$ cat src/sv/ustar_archive_deframer_defines.svh
// Assertion macros for the ustar deframer.
// Expects clk and arst_n in the scope where the macros are used.
`ifndef USTAR_ARCHIVE_DEFRAMER_DEFINES_SVH
`define USTAR_ARCHIVE_DEFRAMER_DEFINES_SVH

// Same-cycle implication, checked outside reset.
`define UAD_ASSERT_NOW(lbl, ante, cons, msg) \
	lbl: assert property (@(posedge clk) disable iff (!arst_n) (ante) |-> (cons)) \
		else $error(msg);

// Next-cycle implication, checked outside reset.
`define UAD_ASSERT_NEXT(lbl, ante, cons, msg) \
	lbl: assert property (@(posedge clk) disable iff (!arst_n) (ante) |=> (cons)) \
		else $error(msg);

`endif

$ cat src/sv/ustar_pkg.sv
// Shared types and constants for the ustar archive deframer.
// No dependencies; used by the parser, the result queue and the top level.
package ustar_pkg;

	localparam int SIZE_BITS = 36;
	localparam int OFF_BITS  = 9;
	localparam int AREA_BITS = SIZE_BITS + 1;

	// Header block offsets
	localparam logic [OFF_BITS-1:0] BLK_LAST   = 9'd511;
	localparam logic [OFF_BITS-1:0] NAME_LEN   = 9'd100;
	localparam logic [OFF_BITS-1:0] SIZE_FIRST = 9'd124;
	localparam logic [OFF_BITS-1:0] SIZE_LAST  = 9'd135;
	localparam logic [OFF_BITS-1:0] TYPE_OFF   = 9'd156;
	localparam logic [OFF_BITS-1:0] MAGIC_FIRST = 9'd257;
	localparam logic [OFF_BITS-1:0] MAGIC_LAST  = 9'd264;

	localparam logic [7:0] CH_NUL   = 8'h00;
	localparam logic [7:0] CH_ZERO  = 8'h30;
	localparam logic [7:0] CH_SEVEN = 8'h37;

	typedef enum logic [1:0] {
		KIND_NAME    = 2'd0,
		KIND_DATA    = 2'd1,
		KIND_VERDICT = 2'd2,
		KIND_DONE    = 2'd3
	} kind_t;

	typedef enum logic [2:0] {
		PH_HEADER = 3'b001,
		PH_DATA   = 3'b010,
		PH_HALT   = 3'b100
	} phase_t;

	typedef struct packed {
		kind_t                kind;
		logic [7:0]           data;
		logic                 file_last;
		logic [SIZE_BITS-1:0] size;
		logic                 is_regular;
		logic                 ok;
	} res_t;

	// One queue entry per input byte that has results: its first result, plus an optional
	// trailing done result that only needs its ok flag stored.
	typedef struct packed {
		res_t res;
		logic extra_done;
		logic done_ok;
	} qent_t;

	// "ustar  " followed by NUL
	function automatic logic [7:0] magic_byte(input logic [2:0] idx);
		logic [7:0] c;
		case (idx)
			3'd0: c = 8'h75;
			3'd1: c = 8'h73;
			3'd2: c = 8'h74;
			3'd3: c = 8'h61;
			3'd4: c = 8'h72;
			3'd5: c = 8'h20;
			3'd6: c = 8'h20;
			default: c = CH_NUL;
		endcase
		return c;
	endfunction

	function automatic res_t done_res(input logic ok);
		res_t r;
		r = '0;
		r.kind = KIND_DONE;
		r.ok = ok;
		return r;
	endfunction

endpackage

$ cat src/sv/ustar_parser.sv
// Per-byte header/data tracker: block offset, size/type/magic parsing, data countdown.
// Depends on ustar_pkg. Produces one queue entry per accepted byte that has results.
module ustar_parser (
	input  logic            clk,
	input  logic            arst_n,
	input  logic            accept,
	input  logic [7:0]      in_byte,
	input  logic            stream_end,
	output logic            ent_valid,
	output ustar_pkg::qent_t ent
);
	import ustar_pkg::*;

	logic [OFF_BITS-1:0]  off_q, off_d;
	phase_t               phase_q, phase_d;
	logic                 name_ended_q, name_ended_d;
	logic                 fname_zero_q, fname_zero_d;
	logic                 fsize_zero_q, fsize_zero_d;
	logic [SIZE_BITS-1:0] accum_q, accum_d;
	logic                 size_inval_q, size_inval_d;
	logic                 size_closed_q, size_closed_d;
	logic [7:0]           etype_q, etype_d;
	logic                 magic_ok_q, magic_ok_d;
	logic [SIZE_BITS-1:0] file_left_q, file_left_d;
	logic [AREA_BITS-1:0] area_left_q, area_left_d;
	logic                 bad_q, bad_d;

	res_t                 res0;
	logic                 have0;
	logic [SIZE_BITS-1:0] size_v;
	logic                 reg_v;
	logic [SIZE_BITS-OFF_BITS:0] blocks_v;
	logic [AREA_BITS-1:0] area_v;
	logic [OFF_BITS-1:0]  moff;

	always_comb begin
		off_d         = off_q;
		phase_d       = phase_q;
		name_ended_d  = name_ended_q;
		fname_zero_d  = fname_zero_q;
		fsize_zero_d  = fsize_zero_q;
		accum_d       = accum_q;
		size_inval_d  = size_inval_q;
		size_closed_d = size_closed_q;
		etype_d       = etype_q;
		magic_ok_d    = magic_ok_q;
		file_left_d   = file_left_q;
		area_left_d   = area_left_q;
		bad_d         = bad_q;
		res0          = '0;
		have0         = 1'b0;

		size_v   = size_inval_q ? '0 : accum_q;
		reg_v    = (etype_q == CH_NUL) || (etype_q == CH_ZERO);
		blocks_v = {1'b0, size_v[SIZE_BITS-1:OFF_BITS]}
			+ {{(SIZE_BITS-OFF_BITS){1'b0}}, |size_v[OFF_BITS-1:0]};
		area_v   = {blocks_v, {OFF_BITS{1'b0}}};
		moff     = off_q - MAGIC_FIRST;

		case (phase_q)
			PH_DATA: begin
				if (file_left_q != '0) begin
					have0          = 1'b1;
					res0.kind      = KIND_DATA;
					res0.data      = in_byte;
					res0.file_last = (file_left_q == {{(SIZE_BITS-1){1'b0}}, 1'b1});
					file_left_d    = file_left_q - 1'b1;
				end
				if (area_left_q != '0)
					area_left_d = area_left_q - 1'b1;
				// area reaching zero returns to header parsing
				if (area_left_q <= {{(AREA_BITS-1){1'b0}}, 1'b1})
					phase_d = PH_HEADER;
			end
			PH_HEADER: begin
				if (off_q < NAME_LEN) begin
					if (off_q == '0)
						fname_zero_d = (in_byte == CH_NUL);
					if (!name_ended_q) begin
						if (in_byte == CH_NUL) begin
							name_ended_d = 1'b1;
						end else begin
							have0     = 1'b1;
							res0.kind = KIND_NAME;
							res0.data = in_byte;
						end
					end
				end
				if (off_q >= SIZE_FIRST && off_q <= SIZE_LAST) begin
					if (off_q == SIZE_FIRST)
						fsize_zero_d = (in_byte == CH_NUL);
					if (!size_closed_q) begin
						if (in_byte == CH_NUL) begin
							size_closed_d = 1'b1;
						end else if (in_byte >= CH_ZERO && in_byte <= CH_SEVEN) begin
							if (accum_q[SIZE_BITS-1 -: 3] != 3'd0)
								size_inval_d = 1'b1;
							else
								accum_d = {accum_q[SIZE_BITS-4:0], in_byte[2:0]};
						end else begin
							size_inval_d = 1'b1;
						end
					end
				end
				if (off_q == TYPE_OFF)
					etype_d = in_byte;
				if (off_q >= MAGIC_FIRST && off_q <= MAGIC_LAST
						&& in_byte != magic_byte(moff[2:0]))
					magic_ok_d = 1'b0;

				if (off_q == BLK_LAST) begin
					if (fname_zero_q && fsize_zero_q && etype_q == CH_NUL) begin
						// empty header block: nothing to report
					end else if (!magic_ok_q) begin
						have0     = 1'b1;
						res0.kind = KIND_VERDICT;
						bad_d     = 1'b1;
						phase_d   = PH_HALT;
					end else begin
						have0           = 1'b1;
						res0.kind       = KIND_VERDICT;
						res0.size       = size_v;
						res0.is_regular = reg_v;
						res0.ok         = !bad_q;
						area_left_d     = area_v;
						file_left_d     = reg_v ? size_v : '0;
						phase_d         = (area_v != '0) ? PH_DATA : PH_HEADER;
					end
					off_d         = '0;
					name_ended_d  = 1'b0;
					fname_zero_d  = 1'b0;
					fsize_zero_d  = 1'b0;
					accum_d       = '0;
					size_inval_d  = 1'b0;
					size_closed_d = 1'b0;
					etype_d       = CH_NUL;
					magic_ok_d    = 1'b1;
				end else begin
					off_d = off_q + 1'b1;
				end
			end
			default: begin
				// halted: ignore bytes until the stream ends
			end
		endcase

		ent_valid = have0 || stream_end;
		if (have0) begin
			ent.res        = res0;
			ent.extra_done = stream_end;
		end else begin
			ent.res        = done_res(!bad_d);
			ent.extra_done = 1'b0;
		end
		ent.done_ok = !bad_d;

		if (stream_end) begin
			off_d         = '0;
			phase_d       = PH_HEADER;
			name_ended_d  = 1'b0;
			fname_zero_d  = 1'b0;
			fsize_zero_d  = 1'b0;
			accum_d       = '0;
			size_inval_d  = 1'b0;
			size_closed_d = 1'b0;
			etype_d       = CH_NUL;
			magic_ok_d    = 1'b1;
			file_left_d   = '0;
			area_left_d   = '0;
			bad_d         = 1'b0;
		end
	end

	always_ff @(posedge clk or negedge arst_n) begin
		if (!arst_n) begin
			off_q         <= '0;
			phase_q       <= PH_HEADER;
			name_ended_q  <= 1'b0;
			fname_zero_q  <= 1'b0;
			fsize_zero_q  <= 1'b0;
			accum_q       <= '0;
			size_inval_q  <= 1'b0;
			size_closed_q <= 1'b0;
			etype_q       <= CH_NUL;
			magic_ok_q    <= 1'b1;
			file_left_q   <= '0;
			area_left_q   <= '0;
			bad_q         <= 1'b0;
		end else if (accept) begin
			off_q         <= off_d;
			phase_q       <= phase_d;
			name_ended_q  <= name_ended_d;
			fname_zero_q  <= fname_zero_d;
			fsize_zero_q  <= fsize_zero_d;
			accum_q       <= accum_d;
			size_inval_q  <= size_inval_d;
			size_closed_q <= size_closed_d;
			etype_q       <= etype_d;
			magic_ok_q    <= magic_ok_d;
			file_left_q   <= file_left_d;
			area_left_q   <= area_left_d;
			bad_q         <= bad_d;
		end
	end

endmodule

$ cat src/sv/ustar_outq.sv
// Two-entry result queue; an entry may expand into a second done transaction.
// Depends on ustar_pkg.
module ustar_outq (
	input  logic             clk,
	input  logic             arst_n,
	input  logic             push,
	input  ustar_pkg::qent_t ent,
	output logic             room,
	output logic             out_valid,
	input  logic             out_ready,
	output ustar_pkg::res_t  out_res,
	output logic             out_last
);
	import ustar_pkg::*;

	qent_t      mem_q [2];
	logic       wptr_q, rptr_q;
	logic [1:0] cnt_q;
	logic       sub_q;
	qent_t      head;
	logic       take, pop;

	assign head      = mem_q[rptr_q];
	assign room      = (cnt_q != 2'd2);
	assign out_valid = (cnt_q != 2'd0);
	assign take      = out_valid && out_ready;
	assign pop       = take && (sub_q || !head.extra_done);

	always_comb begin
		if (sub_q) begin
			out_res  = done_res(head.done_ok);
			out_last = 1'b1;
		end else begin
			out_res  = head.res;
			out_last = !head.extra_done;
		end
	end

	always_ff @(posedge clk) begin
		if (push)
			mem_q[wptr_q] <= ent;
	end

	always_ff @(posedge clk or negedge arst_n) begin
		if (!arst_n) begin
			wptr_q <= 1'b0;
			rptr_q <= 1'b0;
			cnt_q  <= 2'd0;
			sub_q  <= 1'b0;
		end else begin
			if (push)
				wptr_q <= !wptr_q;
			if (pop)
				rptr_q <= !rptr_q;
			cnt_q <= cnt_q + {1'b0, push} - {1'b0, pop};
			if (pop)
				sub_q <= 1'b0;
			else if (take)
				sub_q <= 1'b1;
		end
	end

endmodule

$ cat src/sv/ustar_archive_deframer.sv
// ustar_archive_deframer: one archive byte per cycle in while the result queue
// has room, results out on a stream. A byte's first result is registered in
// the result queue and offered on m_* from there; a byte that yields a result
// and the done result needs two transfers out of the two-entry result queue.
// Reset (arst_n low, asynchronous) returns to header parsing at block offset 0.
// Depends on ustar_pkg, ustar_parser, ustar_outq and the defines header.
`include "ustar_archive_deframer_defines.svh"
module ustar_archive_deframer (
	input  logic        clk,
	input  logic        arst_n,
	input  logic        s_tvalid,
	output logic        s_tready,
	input  logic [7:0]  s_tdata,   // [7:0] in_byte
	input  logic        s_tlast,   // stream_end
	output logic        m_tvalid,
	input  logic        m_tready,
	output logic [47:0] m_tdata,   // [7:0] out_byte, [43:8] entry_size,
	                               // [44] is_regular, [45] archive_ok, [47:46] zero
	output logic [2:0]  m_tuser,   // [1:0] out_kind, [2] file_last
	output logic        m_tlast    // result_last
);
	import ustar_pkg::*;

	logic  accept;
	logic  ent_valid;
	qent_t ent;
	logic  room;
	res_t  ores;
	logic  olast;

	assign s_tready = room;
	assign accept   = s_tvalid && room;

	ustar_parser u_parser (
		.clk        (clk),
		.arst_n     (arst_n),
		.accept     (accept),
		.in_byte    (s_tdata),
		.stream_end (s_tlast),
		.ent_valid  (ent_valid),
		.ent        (ent)
	);

	ustar_outq u_outq (
		.clk       (clk),
		.arst_n    (arst_n),
		.push      (accept && ent_valid),
		.ent       (ent),
		.room      (room),
		.out_valid (m_tvalid),
		.out_ready (m_tready),
		.out_res   (ores),
		.out_last  (olast)
	);

	assign m_tdata = {2'b00, ores.ok, ores.is_regular, ores.size, ores.data};
	assign m_tuser = {ores.file_last, ores.kind};
	assign m_tlast = olast;

	`UAD_ASSERT_NOW(a_done_is_last, m_tvalid && m_tuser[1:0] == KIND_DONE, m_tlast,
		"done result not marked last")
	`UAD_ASSERT_NOW(a_file_last_data, m_tvalid && m_tuser[2], m_tuser[1:0] == KIND_DATA,
		"file_last on a non-data result")
	`UAD_ASSERT_NOW(a_bytes_clean,
		m_tvalid && (m_tuser[1:0] == KIND_NAME || m_tuser[1:0] == KIND_DATA),
		m_tdata[45:8] == '0, "byte result carries verdict fields")
	`UAD_ASSERT_NEXT(a_full_blocks, !room, !(accept && ent_valid) || room,
		"push into a full result queue")

endmodule
$ cat config.mk
export PLATFORM = sky130hd
export DESIGN_NAME = ustar_archive_deframer
export DESIGN_NICKNAME = d
export VERILOG_FILES = /design/src/sv/ustar_pkg.sv /design/src/sv/ustar_parser.sv /design/src/sv/ustar_outq.sv /design/src/sv/ustar_archive_deframer.sv
export VERILOG_INCLUDE_DIRS = /design/src /design/src/sv
export SDC_FILE = /design/constraint.sdc
export NUM_CORES = 1
export LEC_CHECK = 0
export BUFFER_PORTS_ARGS = -buffer_cell sky130_fd_sc_hd__buf_2
export CORE_AREA = 2 2 239 147
export CTS_CLUSTER_SIZE = 25
export DETAILED_ROUTE_END_ITERATION = 7
export DIE_AREA = 0 0 241 149
export PLACE_DENSITY = 0.54
export SLEW_MARGIN = 40
export SYNTH_ARGS = -nofsm -noshare
export SYNTH_HDL_FRONTEND = slang
export SYNTH_SLANG_ARGS = --single-unit
$ cat constraint.sdc
create_clock -name clk -period 6.8 [get_ports clk]
set_clock_uncertainty 0.15 [all_clocks]
set_input_delay 0.68 -clock clk [delete_from_list [all_inputs] [get_ports clk]]
set_output_delay 0.68 -clock clk [all_outputs]
set_load 0.005 [all_outputs]
Word level (Yosys, flattened, before mapping)
Memory sizes are Yosys's and may differ from the RTL's.
Index checks and enable logic that the tools add are counted.
Word-level totals
  bits in registers: 141
  bits in writable memories: 102
  logic and storage cells: 211
  output and inout port bits: 54
  memories: 1
Cells by class
  order comparisons: 8
  mux-type cells: 102
  $add $sub $neg: 7
  reduce and logical (&&, ||, !) cells: 51
  equality and inequality tests: 25
Memories
  u_outq.mem_q: words 2, width 51, read ports 1, clocked after Yosys merged registers in 0, write ports 1, line ustar_outq.sv:16  | qent_t mem_q [2];
Operators with widths (number)
  2-to-1 mux 36 bit: 15
  2-to-1 mux 37 bit: 5
  2-to-1 mux 38 bit: 4
  one-hot mux 37 bit (2 select lines): 1
  one-hot mux 36 bit (2 select lines): 1
  2-to-1 mux 1 bit: 50
  2-to-1 mux 50 bit: 1
  2-to-1 mux 49 bit: 1
  2-to-1 mux 8 bit: 6
  one-hot mux 7 bit (6 select lines): 1
  less-or-equal comparator 37 x 1 -> 1 bit, second input constant: 1
  nonzero test 37 bit: 1
  subtractor 37 x 1 -> 37 bit, second input constant: 1
  == test 36 x 1 -> 1 bit, second input constant: 1
  nonzero test 36 bit: 1
  subtractor 36 x 1 -> 36 bit, second input constant: 1
  2-to-1 mux 10 bit: 3
  adder 27 x 1 -> 28 bit: 1
  nonzero test 28 bit: 1
  2-to-1 mux 9 bit: 3
  nonzero test 3 bit: 9
  one-hot mux 10 bit (2 select lines): 1
  AND reduction 6 bit: 3
  logical NOT 8 bit: 2
  40 further kinds: 79

Depth between registers and ports, before layout
  depth in word-level cells: 11
  gate-level depth with buffers: 15

By module
Synthesis repeated with hierarchy kept, for this count alone.
Unflattened totals
  cell total of the unflattened synthesis: 1345
  area total of the unflattened synthesis: 13100.1 µm²
Modules (own cells, without submodules)
  ustar_parser: times used 1, cells an instance 1101, area an instance 8974.9 µm², seq. area each 3405.8 µm²
  ustar_outq: times used 1, cells an instance 239, area an instance 4093.9 µm², seq. area each 3188.1 µm²
  ustar_archive_deframer: times used 1, cells an instance 5, area an instance 31.3 µm², seq. area each 0.0 µm²

Least setup slack after synthesis
Ideal clock, no wire load.
  kind: register -> register
  start: register u_parser.off_q[4]
  end: memory u_outq.mem_q[0][0] (netlist name), enable pin
  setup time: 460 ps
  arrival: 4039 ps
  data required time: 6190 ps
  cell stages (with the launch flop): 12
  setup slack: 2151 ps
  buffers on the path: 2
  period minus slack after synthesis: 4649 ps
  cells stage by stage: dfrtp_1 clkbuf_1 and3_1 nand3_1 nor2_1 ha_1 inv_1 a31oi_1 and2_1 clkbuf_1 o31ai_1 nor2_1
Between the ends
  longest elaborated chain between the ends: 9
RTL lines
  start: declaration: line ustar_parser.sv:14  | logic [OFF_BITS-1:0] off_q, off_d;
  start signal: assignment: line ustar_parser.sv:176  | off_q <= '0;
  start signal: assignment: line ustar_parser.sv:190  | off_q <= off_d;
  < comparator 9 x 7 -> 1 bit: line ustar_parser.sv:76  | if (off_q < NAME_LEN) begin
  2-to-1 mux 1 bit: line ustar_parser.sv:76
  2-to-1 mux 1 bit: line ustar_parser.sv:112  | if (fname_zero_q && fsize_zero_q && etype_q == CH_NUL) begin
  2-to-1 mux 1 bit (*): line ustar_parser.sv:111  | if (off_q == BLK_LAST) begin
  one-hot mux 1 bit (2 select lines) (*): line ustar_parser.sv:60  | case (phase_q)
  logical OR 1 bit (*): line ustar_parser.sv:147  | ent_valid = have0 || stream_end;
  logical AND 1 bit (*): line ustar_archive_deframer.sv:47  | .push (accept && ent_valid),
  2-to-1 mux 1 bit (*): line ustar_outq.sv:40  | if (push)
  2-to-1 mux 1 bit (implied by the code) (*): line ustar_outq.sv:41  | mem_q[wptr_q] <= ent;
  end: declaration: line ustar_outq.sv:16
Mark *: on every way between the ends. The rest lies on a longest branch, timed or not.

Worst setup path in the final report
  start: register u_parser.off_q[2]
  end: memory u_outq.mem_q[1][21] (netlist name), enable pin
The elaborated chain is that of the path after synthesis.

==> run_results.csv <==
group,metric,value,unit
outcome,status,"completed",
setup_path,start_kind,"flip-flop",
routing,antenna_left,0,
yosys,synth_edf_count,102,
clock_tree,clockBufferDepth,3,
place,place_hpwl,27700,µm
clock_tree,cts.reportedPaths.clkPinSlew,0.06,ns
sta,clock.fmax,263,MHz
yosys,syn_inst,1382,
place,gp_congestion,0.888,
yosys,synth_mux_area_frac,0.0448,
yosys,synth_seq_area_share,0.497,
grt,antenna_found_initial,0,
setup_path,cp-end-kind,"flip-flop",
sta,finalHoldViolCount,0,
grt,overflow,0,
yosys,yosys.area_share.simple,0.210,
clock_tree,post_cts_resize_count,0,
routing,via_per_inst,5.86,
final_layout,layout_commonest_cell,"nor2_1",
yosys,yosys_warnings,0,
yosys,synth-xor-area-share,0.0178,
sta,tns,0,ns
final_layout,final_nets,1426,
routing,wire_per_inst,21.2,µm
setup_path,r2r_slack,2.99,ns
clock_tree,cts_tree,"built",
final_layout,layout_common_cells,"215 x nor2_1, 137 x dfrtp_1, 102 x edfxtp_1",
die,initial_core_util,0.389,
yosys,synthAdderAreaFrac,0.0160,
routing,drt_iter0_drc,1162,
power_and_ir_drop,power.leakage,5.94,nW
power_and_ir_drop,power_density,415,nW/µm²
yosys,synth_area,13300,µm²
routing,drt-pass1-iter-count,8,
clock_tree,cts_buffers,25,
clock_tree,hold_buffers,0,
hold_path,hold_class,"primary input to asynchronous set/reset pin",
die,num_rows,53,
setup_path,r2r_end,"u_outq.mem_q[1][21]$_DFFE_PP_",
final_layout,syn2layout_area_growth,11.3,%
sta,fin_crit,3.81,ns
setup_path,cp.required,6.83,ns
grt,grt_max_degree,84,
run,cap_violations,0,
yosys,synth-compound-area-share,0.176,
routing,vias,11000,
sta,worstMarginPinSlew,0.819,ns
die,die_h,149,µm
sta,finalMaxSlewViolations,0,
routing,wl,39900,µm
die,core,34100,µm²
setup_path,reg2reg_depth,10,
setup_path,crit_fanout,37,
grt,grt_pass1_vias,10200,
setup_path,cp.arrival,3.84,ns
sta,finalSetupViolCount,0,
final_layout,drive_gt1_frac,0.117,
yosys,yosysUniqueCellTypes,74,
final_layout,fin_util,0.433,
clock_tree,clk_latency,0.55,ns
grt,track_usage,0.223,
setup_path,rr_startpoint,"u_parser.off_q[2]$_DFFE_PN0P_",
clock_tree,htree_levels,1,
die,dieArea,35900,µm²
die,ios,67,
setup_path,critical_path_class,"flip-flop to flip-flop",
power_and_ir_drop,ir_worst_vdd,0.196,mV
routing,drc_errors,0,
grt,grt_pass1_wl,62000,µm
final_layout,antenna_cells,0,
clock_tree,cts_root_buf,"clkbuf_16",
yosys,ys_ff_latch,243,
yosys,synth_top_family_by_area,"simple AND/OR/NAND/NOR gates",
clock_tree,cts_sinks,243,
yosys,synth.avg_cell_area,9.60,µm²
sta,min_period_over_period,0.560,
yosys,synth_ff_type,"dfrtp_1",
sta,rsz0062_at_grt,"false",
place,io_buffers,64,
yosys,ys_async_sr_fraction,0.580,
clock_tree,postCtsSetupBuffers,0,
die,fp.dieW,241,µm
sta,relSlewSlack,0.449,
## worst max-delay path by stage
stage                     cells past startpoint                               end                            startpoint
final                                        10     u_outq.mem_q[1][21]$_DFFE_PP_         u_parser.off_q[2]$_DFFE_PN0P_
after global routing                         10     u_outq.mem_q[1][16]$_DFFE_PP_         u_parser.off_q[2]$_DFFE_PN0P_
after CTS                                    10      u_outq.mem_q[1][8]$_DFFE_PP_         u_parser.off_q[2]$_DFFE_PN0P_
after detailed placement                      8  u_parser.accum_q[18]$_DFFE_PN0P_                               s_tlast
after global placement                        8     u_outq.mem_q[1][18]$_DFFE_PP_  u_parser.file_left_q[19]$_DFFE_PN0P_
after floorplan                              11      u_outq.mem_q[0][0]$_DFFE_PP_         u_parser.off_q[4]$_DFFE_PN0P_
## state kept, by name (all words and copies together) (netlist names), 2 cells and up
name                  cells
u_parser.accum_q         36
u_outq.cnt_q              2
u_parser.etype_q          8
u_parser.off_q            9
u_parser.phase_q          3
u_parser.area_left_q     37
u_outq.mem_q            102
u_parser.file_left_q     36
## final cells by class
type                       instances  area, µm²
clock buffer                      34        679
clock inverter                    12        113
fill                            3358      19300
inverter                          26       97.6
multi-input combinational       1019       6240
sequential                       243       6600
tap                              467        584
timing repair buffer              81        460
## cell families after synthesis
family | after synthesis
AND/OR/NAND/NOR | 553
AO/OA/AOI/OAI | 362
multiplexers | 58
XOR/XNOR | 27
buffers and inverters | 121
adder cells (fa/ha/maj) | 17
flip-flops | 243
other | 1
## worst max-delay path: stages, from the launching register on
cell and delay (ns):
dfrtp_1 0.58, and3_1 0.24, nand3_1 0.10, nor2_1 0.16, ha_1 0.18, inv_1 0.07
a31oi_1 0.29, and2_1 0.48, o31ai_2 0.22, nor2_4 0.42, buf_4 0.53
## power breakdown
part	internal, mW	switching, mW	total, mW
Sequential	1.86	0.287	2.15
Combinational	0.905	1.71	2.61
Clock	0.777	0.594	1.37
Total	3.55	2.59	6.13
## cells in the mapped netlist (9+ instances only)
master	instances	area, µm²
and3_1	20	125
a22o_1	41	359
a31oi_1	32	200
nor3_1	48	240
and2_1	28	175
nand2_1	62	233
or3_1	9	56.3
o31ai_1	17	128
nand4_1	19	119
ha_1	17	213
clkbuf_1	78	293
nand3_1	30	150
nor4_1	34	213
dfrtp_1	139	3480
o22a_1	20	175
a21oi_1	89	445
or4_1	9	67.6
inv_1	26	97.6
edfxtp_1	102	3060
xnor2_1	20	175
nor2_1	221	830
o21ai_0	100	500
mux2i_1	56	561
nor2b_1	21	131
## layer usage
metal,track usage,up-vias,wire length [µm],share of wire
met2,0.301,425,16300,0.41
met5,0,-,0,0
met1,0.365,5427,19900,0.50
li1,-,5140,-,-
met3,0.0390,42,3150,0.079
met4,0.0432,0,637,0.016
## through the flow
| step | area (µm²) | std cells | hold WS, ns | total power, mW | worst slack, ns |
|---|---|---|---|---|---|
| 2_1_floorplan | 13300 | 1383 | 0.234 | 3.88 | 2.15 |
| 3_3_place_gp | 13900 | 1836 | 0.326 | 4.73 | 2.87 |
| 3_5_place_dp | 14000 | 1836 | 0.340 | 4.75 | 3.00 |
| 4_1_cts | 14800 | 1882 | 0.0812 | 6.14 | 3.04 |
| 5_1_grt | 14800 | 1882 | 0.0856 | 6.54 | 2.74 |
| 6_report | 14800 | 1882 | 0.0219 | 6.13 | 2.99 |
No activity file was read; power rests on OpenSTA's default activity.
